==> config.mk <==
export PLATFORM = sky130hd
export DESIGN_NAME = ptpd_cell
export DESIGN_NICKNAME = d
export VERILOG_FILES = /design/src/design/ptpd_pkg.sv /design/src/design/ptpd_cell.sv
export SDC_FILE = /design/constraint.sdc
export NUM_CORES = 1
export LEC_CHECK = 0
export BUFFER_PORTS_ARGS = -buffer_cell sky130_fd_sc_hd__buf_2
export CORE_ASPECT_RATIO = 1.1
export CORE_UTILIZATION = 54
export CTS_CLUSTER_SIZE = 10
export DETAILED_ROUTE_END_ITERATION = 10
export PLACE_DENSITY = 0.82
export REMOVE_ABC_BUFFERS = 1
export SLEW_MARGIN = 25
export SYNTH_ARGS = -nofsm -noshare
export SYNTH_HDL_FRONTEND = slang
export SYNTH_SLANG_ARGS = --single-unit
==> constraint.sdc <==
create_clock -name clk -period 3.7 [get_ports clk]
set_input_delay 0.74 -clock clk [delete_from_list [all_inputs] [get_ports clk]]
set_output_delay 0.74 -clock clk [all_outputs]
set_load 0.02 [all_outputs]
==> src/design/ptpd_pkg.sv <==
// Shared constants, types and the arctangent table for the phase derotator.
package ptpd_pkg;

  // Default field widths
  localparam int SAMPLE_WIDTH_DEF = 16;
  localparam int PHASE_WIDTH_DEF  = 16;

  // Vector guard bits and CORDIC depth
  localparam int GUARD_BITS   = 8;
  localparam int CORDIC_STEPS = 24;
  localparam int ANGLE_WIDTH  = 32;

  // Inverse CORDIC gain, Q24
  localparam logic [23:0] INV_GAIN_Q24 = 24'd10188014;

  // Run counter limits and register reset values
  localparam logic [7:0] RUN_MAX        = 8'd255;
  localparam logic [7:0] PLATEAU_RESET  = 8'd20;

  // Configuration register indexes
  localparam logic CFG_THRESHOLD = 1'b0;
  localparam logic CFG_PLATEAU   = 1'b1;

  // Control that travels along the cell row with each word
  typedef struct packed {
    logic valid;
    logic vec;   // 1: vectoring (measure angle), 0: rotation
  } ptpd_ctl_t;

  // atan(2^-k) on a 32-bit turn scale
  function automatic logic [ANGLE_WIDTH-1:0] atan_turn(input int k);
    logic [ANGLE_WIDTH-1:0] v;
    case (k)
      0:       v = 32'h20000000;
      1:       v = 32'h12E4051D;
      2:       v = 32'h09FB385B;
      3:       v = 32'h051111D4;
      4:       v = 32'h028B0D43;
      5:       v = 32'h0145D7E1;
      6:       v = 32'h00A2F61E;
      7:       v = 32'h00517C55;
      8:       v = 32'h0028BE53;
      9:       v = 32'h00145F2F;
      10:      v = 32'h000A2F98;
      11:      v = 32'h000517CC;
      12:      v = 32'h00028BE6;
      13:      v = 32'h000145F3;
      14:      v = 32'h0000A2FA;
      15:      v = 32'h0000517D;
      16:      v = 32'h000028BE;
      17:      v = 32'h0000145F;
      18:      v = 32'h00000A30;
      19:      v = 32'h00000518;
      20:      v = 32'h0000028C;
      21:      v = 32'h00000146;
      22:      v = 32'h000000A3;
      23:      v = 32'h00000051;
      default: v = '0;
    endcase
    return v;
  endfunction

endpackage

==> src/design/ptpd_cell.sv <==
// One CORDIC micro-rotation cell; a row of these forms the angle/rotation chain.
module ptpd_cell
  import ptpd_pkg::*;
#(
  parameter int STEP = 0,
  parameter int VW   = 27
) (
  input  logic                    clk,
  input  logic                    rst_n,
  input  ptpd_ctl_t               ctl_in,
  input  logic signed [VW-1:0]    x_in,
  input  logic signed [VW-1:0]    y_in,
  input  logic signed [ANGLE_WIDTH:0] z_in,
  output ptpd_ctl_t               ctl_out,
  output logic signed [VW-1:0]    x_out,
  output logic signed [VW-1:0]    y_out,
  output logic signed [ANGLE_WIDTH:0] z_out
);

  localparam logic [ANGLE_WIDTH:0] ATAN = {1'b0, atan_turn(STEP)};

  ptpd_ctl_t                   ctl_r;
  logic signed [VW-1:0]        x_r, y_r, x_nxt, y_nxt;
  logic signed [ANGLE_WIDTH:0] z_r, z_nxt;
  logic signed [VW-1:0]        xs, ys;
  logic                        neg_turn;

  // Pick direction: vectoring drives y to zero, rotation drives z to zero
  always_comb begin
    xs       = x_in >>> STEP;
    ys       = y_in >>> STEP;
    neg_turn = ctl_in.vec ? ~y_in[VW-1] : z_in[ANGLE_WIDTH];
    if (neg_turn) begin
      x_nxt = x_in + ys;
      y_nxt = y_in - xs;
      z_nxt = z_in + $signed(ATAN);
    end else begin
      x_nxt = x_in - ys;
      y_nxt = y_in + xs;
      z_nxt = z_in - $signed(ATAN);
    end
  end

  // Advance control to the next cell
  always_ff @(posedge clk) begin
    if (!rst_n) begin
      ctl_r <= '0;
    end else begin
      ctl_r <= ctl_in;
    end
  end

  // Hand the vector and angle to the neighbor
  always_ff @(posedge clk) begin
    x_r <= x_nxt;
    y_r <= y_nxt;
    z_r <= z_nxt;
  end

  assign ctl_out = ctl_r;
  assign x_out   = x_r;
  assign y_out   = y_r;
  assign z_out   = z_r;

endmodule

# == Word-level counts from Yosys, hierarchy flattened ==
# Cells that the tools add are included.
# Widths: inputs -> output; s select.
# op_classes
n_addsub,5
mux,4
bitwise_logic,1
# op_table
operator,count
$mux 27,2
$sub 27x27->27,2
$add 33x31->33 const B,1
$mux 33,1
$sub 33x31->33 const B,1
$add 27x27->27,1
$mux 1,1
$not 1->1,1
# word_totals
ff_bits,89
input_bits,91

# == Logic depth before layout (Yosys ltp) ==
# depth
depth_word,3
ltp_mapped,12
depth_no_buf,11

# == Worst setup path before layout ==
# Ideal clock, no wire load.
# synth_timing
path_type,input-to-reg
start,input x_in[10]
end,register x_r[19] (netlist: x_out[19])
setup_time_ns,0.123
arrival_time_ns,2.907
required_time_ns,3.577
setup_slack_ns,0.670
stages,10
path_cell_list,inv_1 ha_1 or3_4 or3_4 o22ai_2 a211oi_1 o31ai_4 and4_1 a211oi_1 xnor2_1
# synth_between
elab_chain_cells,2
# synth_lines
element,line,text
"start, declared",ptpd_cell.sv:11,"input logic signed [VW-1:0] x_in,"
$sub 27x27->27 or $add 27x27->27 (tied branches),"ptpd_cell.sv:38, ptpd_cell.sv:34",
$mux 27 *,ptpd_cell.sv:33,if (neg_turn) begin
named net x_nxt[19],ptpd_cell.sv:23,"logic signed [VW-1:0] x_r, y_r, x_nxt, y_nxt;"
"end signal, assigned",ptpd_cell.sv:55,x_r <= x_nxt;
"end, declared",ptpd_cell.sv:23,
# The timed path passes the listed nets; every way through them passes the cells marked *.
# A chain may end at the register's enable or synchronous reset.

# == Final worst setup path ==
# layout_timing
start,input x_in[8]
end,register x_r[23] (netlist: x_out[23])
# Same word-level chain as after synthesis.

==> run metrics <==
Total Wirelength=19.2 mm; Layout Cells excl Fill=1169; Hold Startpoint=z_in[2]; Crit Path Max Fanout=10; H-Tree Depth=3; failing checks=design-rule violations; sequential element share of the synthesized area=26.6%; cell count after synthesis=830; flops & latches, synth=88; gpl congestion=0.975; # clock sinks=88; Die Ht=118 um; largest net degree at the start of global routing=54; FMAX=0.308 GHz; outcome=complete, but fails checks; P_leak=4.00 nW; unrepaired setup endpoints after global routing=false; cell area after technology mapping=6620 um2; antenna-violating nets left=0; Power Dens Cells=449 nW/um2; WS Path Type=primary input to flop; worst hold slack=0.498 ns; Synth Warn #=0; Die W=108 um; Final Setup Violations=0; CTS root buf=clkbuf_16; CTS max path bufs=2; CTS resizes=0; Mean Syn Cell Area=7.97 um2; DR iter-0 viols=764; share of cells above drive strength 1=23.7%; I/O Pins=180; Slew Viols, Final=0; CTS clk-pin slew, worst paths=0.07 ns; Pwr Total=3.64 mW; area of the core=12000 um2; Worst IR Drop VDD=0.302 mV; All-Layer GR Usage=30.4%; Setup TNS=0 ns; Hold WC Path Type=primary input to flop; DP Cell Count=1153; CTS tree=done; Post-synth ARST share=0%; critical path endpoint category=flop; antenna violations before repair=0; Synth Flop Type=dfxtp_1; final period utilization=87.9%; drt via density=5.77; number of max-cap violations=0; Antenna diodes=0; Yosys cell types=69; EDFF count, synth=0; Fin. Hold Viols=0; critical path arrival=3.53 ns; global-route wire length before repair=30.7 mm; DR pass1 iterations=10; total congestion overflow=0; hold buffers post-CTS=0; vias=6748; fin nets=1193; Worst EP required=3.98 ns; Layout area overhead=22.7%; drc violations=2; starting density of the core=55.2%; hold path depth=1; CTS Buf Count=9; worst relative slew slack=61.0%; CP Launch Type=primary input; worst slew pin tran=0.577 ns; vias in the first global route=6325; full die area=12700 um2; fin crit period=3.25 ns; WHS Endpoint=z_out[2]$_DFF_P_; Placement Rows=42; # Post-CTS Setup Buffers=0; routed len/inst=16.5 um; post-detail-place hpwl=15.1 mm; count of input and output buffers=179
## final cells by class
class                   instances  area, um2
multi-input cells             616       4370
fillers                      1047       3870
flip-flops and latches         88       1760
repair buffers                208       1110
inverters                      87        327
clock buffers                   9        225
well taps                     154        193
clock inverters                 7        126
## routing by layer
metal	GRT usage [%]	vias up	part of all wire (%)
li1	-	3222	-
met1	38.9	3055	41
met2	48.9	423	45
met3	7.97	48	11
met4	10.4	0	2.5
met5	0	-	0
## power by group
group | total [mW] | switching, mW | internal (mW)
logic | 1.39 | 0.877 | 0.515
clock network | 1.07 | 0.403 | 0.670
registers | 1.18 | 0.0506 | 1.13
## synth_stat cells (4+ instances only)
cell | number | area share [%]
inv_1 | 86 | 4.9
xor2_1 | 5 | 0.66
mux2i_1 | 8 | 1.2
nor3_1 | 13 | 0.98
a21oi_1 | 98 | 7.4
nand2b_1 | 8 | 0.76
dfxtp_1 | 88 | 27
o211ai_1 | 8 | 0.91
nor2_1 | 73 | 4.1
o41ai_1 | 4 | 0.53
xnor2_1 | 48 | 6.4
nand3b_1 | 4 | 0.45
o31ai_1 | 7 | 0.79
buf_1 | 7 | 0.40
a211o_1 | 5 | 0.66
nand2_1 | 45 | 2.6
a21o_1 | 16 | 1.8
ha_1 | 88 | 17
nand3_1 | 13 | 0.98
buf_2 | 10 | 0.76
o21ai_0 | 52 | 3.9
fa_1 | 4 | 1.2
a211oi_1 | 9 | 1.0
and3_1 | 6 | 0.57
nor4_1 | 5 | 0.47
nand4_1 | 4 | 0.38
nor2b_1 | 11 | 1.0
clkbuf_1 | 20 | 1.1
o21bai_1 | 16 | 1.8
a2111oi_0 | 4 | 0.53
a31oi_1 | 10 | 0.95
## through the flow
stage / util [%] / worst slack [ns] / area (um2)
floorplan: - / -1.62 / 6440
global placement: 64.8 / 0.252 / 7760
detailed placement: 64.8 / 0.196 / 7760
CTS: 67.7 / 0.552 / 8110
global route: 67.7 / 0.212 / 8110
finish: 67.7 / 0.448 / 8110
## worst max-delay path: stages
cell and delay (ns):
buf_2 0.11, inv_1 0.04, ha_1 0.47, nand2_1 0.17, nor2_1 0.15, a21boi_0 0.42
o21ai_0 0.18, buf_4 0.17, o21ai_0 0.42, a2111oi_0 0.19, a211oi_1 0.31, xnor2_1 0.15
## worst max path at each step
| stage | start | endpoint | cells after the start |
|---|---|---|---|
| 2_1_floorplan | z_in[32] | y_out[25]$_DFF_P_ | 8 |
| 3_3_place_gp | x_in[3] | x_out[23]$_DFF_P_ | 12 |
| 3_5_place_dp | x_in[3] | x_out[23]$_DFF_P_ | 12 |
| 4_1_cts | x_in[3] | x_out[23]$_DFF_P_ | 12 |
| 5_1_grt | x_in[8] | x_out[23]$_DFF_P_ | 12 |
| 6_report | x_in[8] | x_out[23]$_DFF_P_ | 12 |
## sequential cells by signal (all words and copies together) (netlist names)
signal,flops
x_out,26
ctl_out,2
z_out,33
y_out,27
## cells in the final DEF, fill, tap and decap left out, types with 3 or more instances in the layout
| cell | synthesis | final |
|---|---|---|
| nand3b_1 | 4 | 4 |
| nand3_1 | 13 | 13 |
| buf_2 | 10 | 179 |
| and3_1 | 6 | 6 |
| o21bai_1 | 16 | 16 |
| clkbuf_16 | 0 | 9 |
| o21ai_0 | 52 | 52 |
| nand4_1 | 4 | 4 |
| o211ai_1 | 8 | 8 |
| dfxtp_1 | 88 | 88 |
| inv_1 | 86 | 85 |
| nand2b_1 | 8 | 8 |
| a31oi_1 | 10 | 10 |
| nor2_1 | 73 | 73 |
| nor2b_1 | 11 | 11 |
| o311ai_0 | 3 | 3 |
| fa_1 | 4 | 4 |
| a21o_1 | 16 | 16 |
| a21oi_1 | 98 | 97 |
| a21boi_0 | 3 | 3 |
| a211oi_1 | 9 | 9 |
| a2111oi_0 | 4 | 4 |
| nand2_1 | 45 | 45 |
| mux2i_1 | 8 | 8 |
| xnor2_1 | 48 | 48 |
| o41ai_1 | 4 | 4 |
| buf_4 | 1 | 29 |
| or2_2 | 3 | 3 |
| ha_1 | 88 | 88 |
| xor2_1 | 5 | 5 |
| o2111ai_1 | 3 | 3 |
| o31ai_1 | 7 | 7 |
| nor3_1 | 13 | 13 |
| a31o_2 | 3 | 3 |
| nor4_1 | 5 | 5 |
| and2_1 | 3 | 3 |
| bufinv_16 | 0 | 3 |
| a211o_1 | 5 | 5 |
## cells by family (layout without fill, tap and decap cells)
kind of cell | count (synthesis) | in the layout | synth area share (%)
AOI/OAI and AO/OA | 265 | 265 | 25.6
xor gates and xnor gates | 53 | 53 | 7.02
adders and majority gates | 92 | 92 | 17.9
buffers and inverters | 126 | 311 | 7.51
DFF | 88 | 88 | 26.6
muxes | 8 | 8 | 1.21
and+or+nand+nor | 198 | 198 | 14.2
(Power assumes the default switching activity.)
