## src/design/ptpd_pkg.sv

```systemverilog
// Shared constants, types and the arctangent table for the phase derotator.
package ptpd_pkg;

  // Default field widths
  localparam int SAMPLE_WIDTH_DEF = 16;
  localparam int PHASE_WIDTH_DEF  = 16;

  // Vector guard bits and CORDIC depth
  localparam int GUARD_BITS   = 8;
  localparam int CORDIC_STEPS = 24;
  localparam int ANGLE_WIDTH  = 32;

  // Inverse CORDIC gain, Q24
  localparam logic [23:0] INV_GAIN_Q24 = 24'd10188014;

  // Run counter limits and register reset values
  localparam logic [7:0] RUN_MAX        = 8'd255;
  localparam logic [7:0] PLATEAU_RESET  = 8'd20;

  // Configuration register indexes
  localparam logic CFG_THRESHOLD = 1'b0;
  localparam logic CFG_PLATEAU   = 1'b1;

  // Control that travels along the cell row with each word
  typedef struct packed {
    logic valid;
    logic vec;   // 1: vectoring (measure angle), 0: rotation
  } ptpd_ctl_t;

  // atan(2^-k) on a 32-bit turn scale
  function automatic logic [ANGLE_WIDTH-1:0] atan_turn(input int k);
    logic [ANGLE_WIDTH-1:0] v;
    case (k)
      0:       v = 32'h20000000;
      1:       v = 32'h12E4051D;
      2:       v = 32'h09FB385B;
      3:       v = 32'h051111D4;
      4:       v = 32'h028B0D43;
      5:       v = 32'h0145D7E1;
      6:       v = 32'h00A2F61E;
      7:       v = 32'h00517C55;
      8:       v = 32'h0028BE53;
      9:       v = 32'h00145F2F;
      10:      v = 32'h000A2F98;
      11:      v = 32'h000517CC;
      12:      v = 32'h00028BE6;
      13:      v = 32'h000145F3;
      14:      v = 32'h0000A2FA;
      15:      v = 32'h0000517D;
      16:      v = 32'h000028BE;
      17:      v = 32'h0000145F;
      18:      v = 32'h00000A30;
      19:      v = 32'h00000518;
      20:      v = 32'h0000028C;
      21:      v = 32'h00000146;
      22:      v = 32'h000000A3;
      23:      v = 32'h00000051;
      default: v = '0;
    endcase
    return v;
  endfunction

endpackage

```

## src/design/ptpd_finish.sv

```systemverilog
// Output scaling: round off guard bits, apply inverse CORDIC gain, saturate.
module ptpd_finish
  import ptpd_pkg::*;
#(
  parameter int SW = SAMPLE_WIDTH_DEF,
  parameter int VW = SAMPLE_WIDTH_DEF + GUARD_BITS + 3
) (
  input  logic                 clk,
  input  logic                 round_en,
  input  logic                 mul_en,
  input  logic signed [VW-1:0] x_in,
  input  logic signed [VW-1:0] y_in,
  output logic signed [SW-1:0] sat_i,
  output logic signed [SW-1:0] sat_q
);

  localparam int RW = VW - GUARD_BITS;
  localparam int MW = RW + 25;
  localparam logic [VW-1:0] RND_G = VW'(1) << (GUARD_BITS - 1);
  localparam logic [MW-1:0] RND_M = MW'(1) << 23;
  localparam logic signed [SW-1:0] MAXV = {1'b0, {(SW-1){1'b1}}};
  localparam logic signed [SW-1:0] MINV = {1'b1, {(SW-1){1'b0}}};

  logic signed [VW-1:0] sum_i, sum_q;
  logic signed [RW-1:0] rnd_i_r, rnd_q_r;
  logic signed [MW-1:0] prod_i_r, prod_q_r;
  logic signed [MW-1:0] acc_i, acc_q;
  logic signed [RW:0]   res_i, res_q;
  logic signed [24:0]   gain;

  assign gain  = $signed({1'b0, INV_GAIN_Q24});
  assign sum_i = x_in + $signed(RND_G);
  assign sum_q = y_in + $signed(RND_G);

  // Drop guard bits, rounding half up
  always_ff @(posedge clk) begin
    if (round_en) begin
      rnd_i_r <= sum_i[VW-1:GUARD_BITS];
      rnd_q_r <= sum_q[VW-1:GUARD_BITS];
    end
  end

  // Gain compensation product
  always_ff @(posedge clk) begin
    if (mul_en) begin
      prod_i_r <= MW'(rnd_i_r * gain);
      prod_q_r <= MW'(rnd_q_r * gain);
    end
  end

  // Round the product and clamp to sample width
  always_comb begin
    acc_i = prod_i_r + $signed(RND_M);
    acc_q = prod_q_r + $signed(RND_M);
    res_i = acc_i[MW-1:24];
    res_q = acc_q[MW-1:24];
    if ((&res_i[RW:SW-1]) || !(|res_i[RW:SW-1])) begin
      sat_i = res_i[SW-1:0];
    end else begin
      sat_i = res_i[RW] ? MINV : MAXV;
    end
    if ((&res_q[RW:SW-1]) || !(|res_q[RW:SW-1])) begin
      sat_q = res_q[SW-1:0];
    end else begin
      sat_q = res_q[RW] ? MINV : MAXV;
    end
  end

endmodule

```

## config.mk

```make
export PLATFORM = sky130hd
export DESIGN_NAME = ptpd_finish
export DESIGN_NICKNAME = d
export VERILOG_FILES = /design/src/design/ptpd_pkg.sv /design/src/design/ptpd_finish.sv
export SDC_FILE = /design/constraint.sdc
export NUM_CORES = 1
export LEC_CHECK = 0
export ABC_AREA = 1
export BUFFER_PORTS_ARGS = -buffer_cell sky130_fd_sc_hd__buf_2
export CAP_MARGIN = 15
export CELL_PAD_IN_SITES_DETAIL_PLACEMENT = 0
export CELL_PAD_IN_SITES_GLOBAL_PLACEMENT = 1
export CORE_MARGIN = 5
export CORE_UTILIZATION = 46
export CTS_BUF_LIST = sky130_fd_sc_hd__clkbuf_8
export DETAILED_ROUTE_END_ITERATION = 6
export PLACE_DENSITY = 0.91
export SKIP_LAST_GASP = 1
export SLEW_MARGIN = 15
export SYNTH_ARGS = -nofsm -noshare
export SYNTH_HDL_FRONTEND = slang
export SYNTH_SLANG_ARGS = --single-unit
```

## constraint.sdc

```tcl
create_clock -name clk -period 5.9 [get_ports clk]
set_input_delay 0.295 -clock clk [delete_from_list [all_inputs] [get_ports clk]]
set_output_delay 0.295 -clock clk [all_outputs]
set_load 0.02 [all_outputs]
```

* Word level (Yosys, flattened, before mapping)
Index checks and enable logic that the tools add are counted.
Storage, ports and cells: register bits after elaboration 124
Operators by class: multiply operators 2, mux-type cells 4, reductions and logical operators 8, add/sub/neg operators 4
Operators by type and width (count):
- $add A44 B25 Y44 const B | 2
- $mul A19 B24 Y43 const B | 2
- $mux W16 | 4
- $add A27 B9 Y27 const B | 2
- $reduce_and A5 Y1 | 2
- $reduce_or A5 Y1 | 2
- $logic_not A1 Y1 | 2
- $logic_or A1 B1 Y1 | 2

* Depth between registers and ports, before layout
depth after elaboration 5, gate-level depth with buffers 25, gate-level depth less buffers 25

* Least setup slack after synthesis
OpenSTA, ideal clock, no wires.
path kind register to register, from register rnd_q_r[13], to register prod_q_r[40], data pin, buffers on the path 0, arrival 5288 ps, slack 359 ps, cell stages (with the launch flop) 22, data required time 5647 ps, cell sequence edfxtp_1 > fa_1 > fa_1 > inv_1 > fa_1 > inv_1 > fa_1 > fa_1 > inv_1 > fa_1 > inv_1 > ha_1 > ha_1 > nand2_1 > nor2_1 > inv_1 > nor2_1 > inv_1 > nor2_1 > nand3_1 > nand4_1 > nand2_1
On the way: longest elaborated chain between the ends 1
RTL lines:
- from (decl) | line ptpd_finish.sv:25 | logic signed [RW-1:0] rnd_i_r, rnd_q_r;
- from (signal assigned) | line ptpd_finish.sv:39 | rnd_q_r <= sum_q[VW-1:GUARD_BITS];
- $mul A19 B24 Y43 | line ptpd_finish.sv:47 | prod_q_r <= MW'(rnd_q_r * gain);
- to (signal assigned) | line ptpd_finish.sv:47
- to (decl) | line ptpd_finish.sv:26 | logic signed [MW-1:0] prod_i_r, prod_q_r;
Every way passes these cells. A chain may end at the register's enable or synchronous reset.

* Worst setup path in the final report
from register rnd_q_r[14], to register prod_q_r[24], data pin
Same word-level chain as after synthesis.

==> results.sh <==
export IMPL_grt_setup_unrepaired="true"
export IMPL_cts_hold_buf=0
export IMPL_fmax_mhz=174
export IMPL_drtIter0Drc=949
export IMPL_hold_slack_ns=0.131
export IMPL_post_route_period_util_pct=97.6
export IMPL_fin_crit_ns=5.76
export IMPL_syn_nets=3484
export IMPL_cts_sinks=80
export IMPL_slew_viol_final=0
export IMPL_skew_ns=0.0393
export IMPL_fp_dieH_um=232
export IMPL_start_util_pct=46.4
export IMPL_wl_mm=59.2
export IMPL_status="finished clean"
export IMPL_synth_area_leaders="fa_1 32%, ha_1 23%, inv_1 12%, edfxtp_1 11%, nand2_1 7.0%"
export IMPL_clk_pin_slew_worst_paths_ns=0.12
export IMPL_syn_area_sq_um=22700
export IMPL_synthArstFlopShare_pct=0
export IMPL_relSlewSlack_pct=39.7
export IMPL_wl_per_cell_um=16.7
export IMPL_clockBufferDepth=2
export IMPL_cp_arrival_ns=5.93
export IMPL_grt_pass1_vias=18497
export IMPL_nNetsFinal=3704
export IMPL_antenna_left=0
export IMPL_setup_viol=0
export IMPL_cts_tree="built"
export IMPL_synth_cell_types=37
export IMPL_path_class="reg2reg"
export IMPL_path_max_fanout=3
export IMPL_die_x_um=232
export IMPL_start_kind="register"
export IMPL_clk_latency_ns=0.46
export IMPL_cts_buffers=9
export IMPL_ioPinCount=89
export IMPL_num_fill_cells=4642
export IMPL_ys_seq_elements=80
export IMPL_dp_hpwl_mm=53.6
export IMPL_grt_pass1_wl_mm=96.6
export IMPL_grt_usage_pct=22.8
export IMPL_seq_area_frac_synth_pct=10.6
export IMPL_drive_gt1_share_pct=12.8
export IMPL_maxCapViolCount=0
export IMPL_layout_commonest_cell="inv_1"
export IMPL_grt_ovfl_total=0
export IMPL_htree_num_levels=3
export IMPL_io_buffers=74
export IMPL_row_count=81
export IMPL_worstHoldPathType="in2reg"
export IMPL_syn_to_final_growth_pct=13.2
export IMPL_synth_top_flop_cell="edfxtp_1"
export IMPL_crit_required_ns=6.07
export IMPL_vias_per_cell=4.93
export IMPL_syn_area_per_cell_sq_um=8.52
export IMPL_ff_latch_area_sq_um=2400
export IMPL_diodes=0
export IMPL_ys_warn_count=0
export IMPL_fp_dieArea_sq_um=53800
export IMPL_drc=0
export IMPL_synth_top_cell_by_area="fa_1"
export IMPL_multi_input_area_sq_um=18000
export IMPL_synth_edf_count=80
export IMPL_grt_antenna_before_repair=2
export IMPL_synth_top_cell_area_share_pct=31.6
export IMPL_final_hold_violation_count=0
export IMPL_synth_cells=2659
export IMPL_final_cell_mix="738 x inv_1, 417 x nand2_1, 381 x ha_1"
export IMPL_cts_root_buf="clkbuf_8"
export IMPL_tightest_slew_ns=0.905
export IMPL_crit_path_end_kind="register"
export IMPL_dr_pass1_iters=7
export IMPL_grt_max_degree=43
export IMPL_num_vias=17488
export IMPL_place_gp_congestion=0.980
export IMPL_design_core_area_sq_um=48800
-- worst max-delay path: stages, from the launching register on --
cell and delay, ns:
edfxtp_1 0.44, fa_2 0.54, buf_4 0.17, buf_4 0.13, ha_1 0.19, or2_2 0.31, fa_1 0.51, fa_1 0.41
fa_1 0.52, inv_1 0.05, fa_1 0.48, inv_1 0.04, ha_1 0.31, ha_4 0.29, nand2_1 0.07, nor2_2 0.12
inv_1 0.07, nor2_2 0.13, inv_2 0.06, nor4_2 0.15, buf_4 0.17, nand2_1 0.05, inv_1 0.07, nor2_1 0.04
nand2_1 0.05, nand2_1 0.07
-- what timing repair did --
item,4_1_cts,5_1_grt
gates cloned,0,0
gates resized for setup,3,134
endpoints found under the hold margin,0,0
pin swaps,2,28
setup endpoints to repair,8,38
buffers inserted,4,36
-- path summary, 6_finish.rpt --
kind	start	to	slack, ns	cells past startpoint
worst min-delay path	y_in[26]	rnd_q_r[18]$_DFFE_PP_	0.13	2
worst min register to register	rnd_i_r[18]$_DFFE_PP_	prod_i_r[43]$_DFFE_PP_	1.29	5
worst max-delay path	rnd_q_r[14]$_DFFE_PP_	prod_q_r[24]$_DFFE_PP_	0.14	25
worst max register to register	rnd_q_r[14]$_DFFE_PP_	prod_q_r[24]$_DFFE_PP_	0.14	25
-- layout make-up --
type | instances | share of cell area, %
Clock inverter | 7 | 0.298
Timing Repair Buffer | 214 | 5.56
Inverter | 746 | 10.9
Clock buffer | 9 | 0.483
Tap cell | 664 | 3.24
Sequential cell | 80 | 9.37
Multi-Input combinational cell | 1828 | 70.1
-- per-stage QoR --
step	setup TNS, ns	std cells	cell area, sq um	setup slack (ns)	utilization (%)
after floorplan	0	2659	22700	0.359	-
after global placement	-0.0111	3492	24600	-0.0111	50.3
after detailed placement	-0.0201	3492	24600	-0.0163	50.3
after CTS	0	3512	24800	0.00150	50.8
after global routing	-0.131	3548	25600	-0.0385	52.5
final	0	3548	25600	0.142	52.5
-- routing by layer --
layer | vias up | global-route usage (%) | wire length (um)
met3 | 70 | 4.43 | 3720
met2 | 385 | 36.3 | 26400
met1 | 8462 | 32.5 | 27900
li1 | 8571 | - | -
met5 | - | 0 | 0
met4 | 0 | 4.99 | 1160
-- cell families after synthesis --
group | Yosys count | synth area share, %
xor+xnor | 90 | 3.48
flops | 80 | 10.6
fa+ha+maj | 768 | 54.3
simple gates | 781 | 14.3
buf+inv | 751 | 12.5
compound gates | 189 | 4.73
-- synth_stat cells (3+ instances only) --
cell type  count
a21boi_0       5
a21o_1        11
a21oi_1       94
a31oi_1        5
edfxtp_1      80
fa_1         358
ha_1         410
inv_1        744
nand2_1      424
nand2_2        3
nand3_1       87
nand4_1       20
nor2_1       190
nor2_2         6
nor3_1        25
nor3_2         5
nor4_1         6
o211ai_1       3
o21a_1         5
o21ai_0       47
o21bai_1      14
o311ai_0       3
or2_2          6
xnor2_1       25
xor2_1        65
-- registers in the layout, indices dropped and copies added (netlist names) --
| signal | cells |
|---|---|
| prod_q_r | 21 |
| rnd_i_r | 19 |
| rnd_q_r | 19 |
| prod_i_r | 21 |
Power is left out: the tool's default activity adds up to more than one toggle a clock period on the data nets, which glitch-free logic cannot reach.
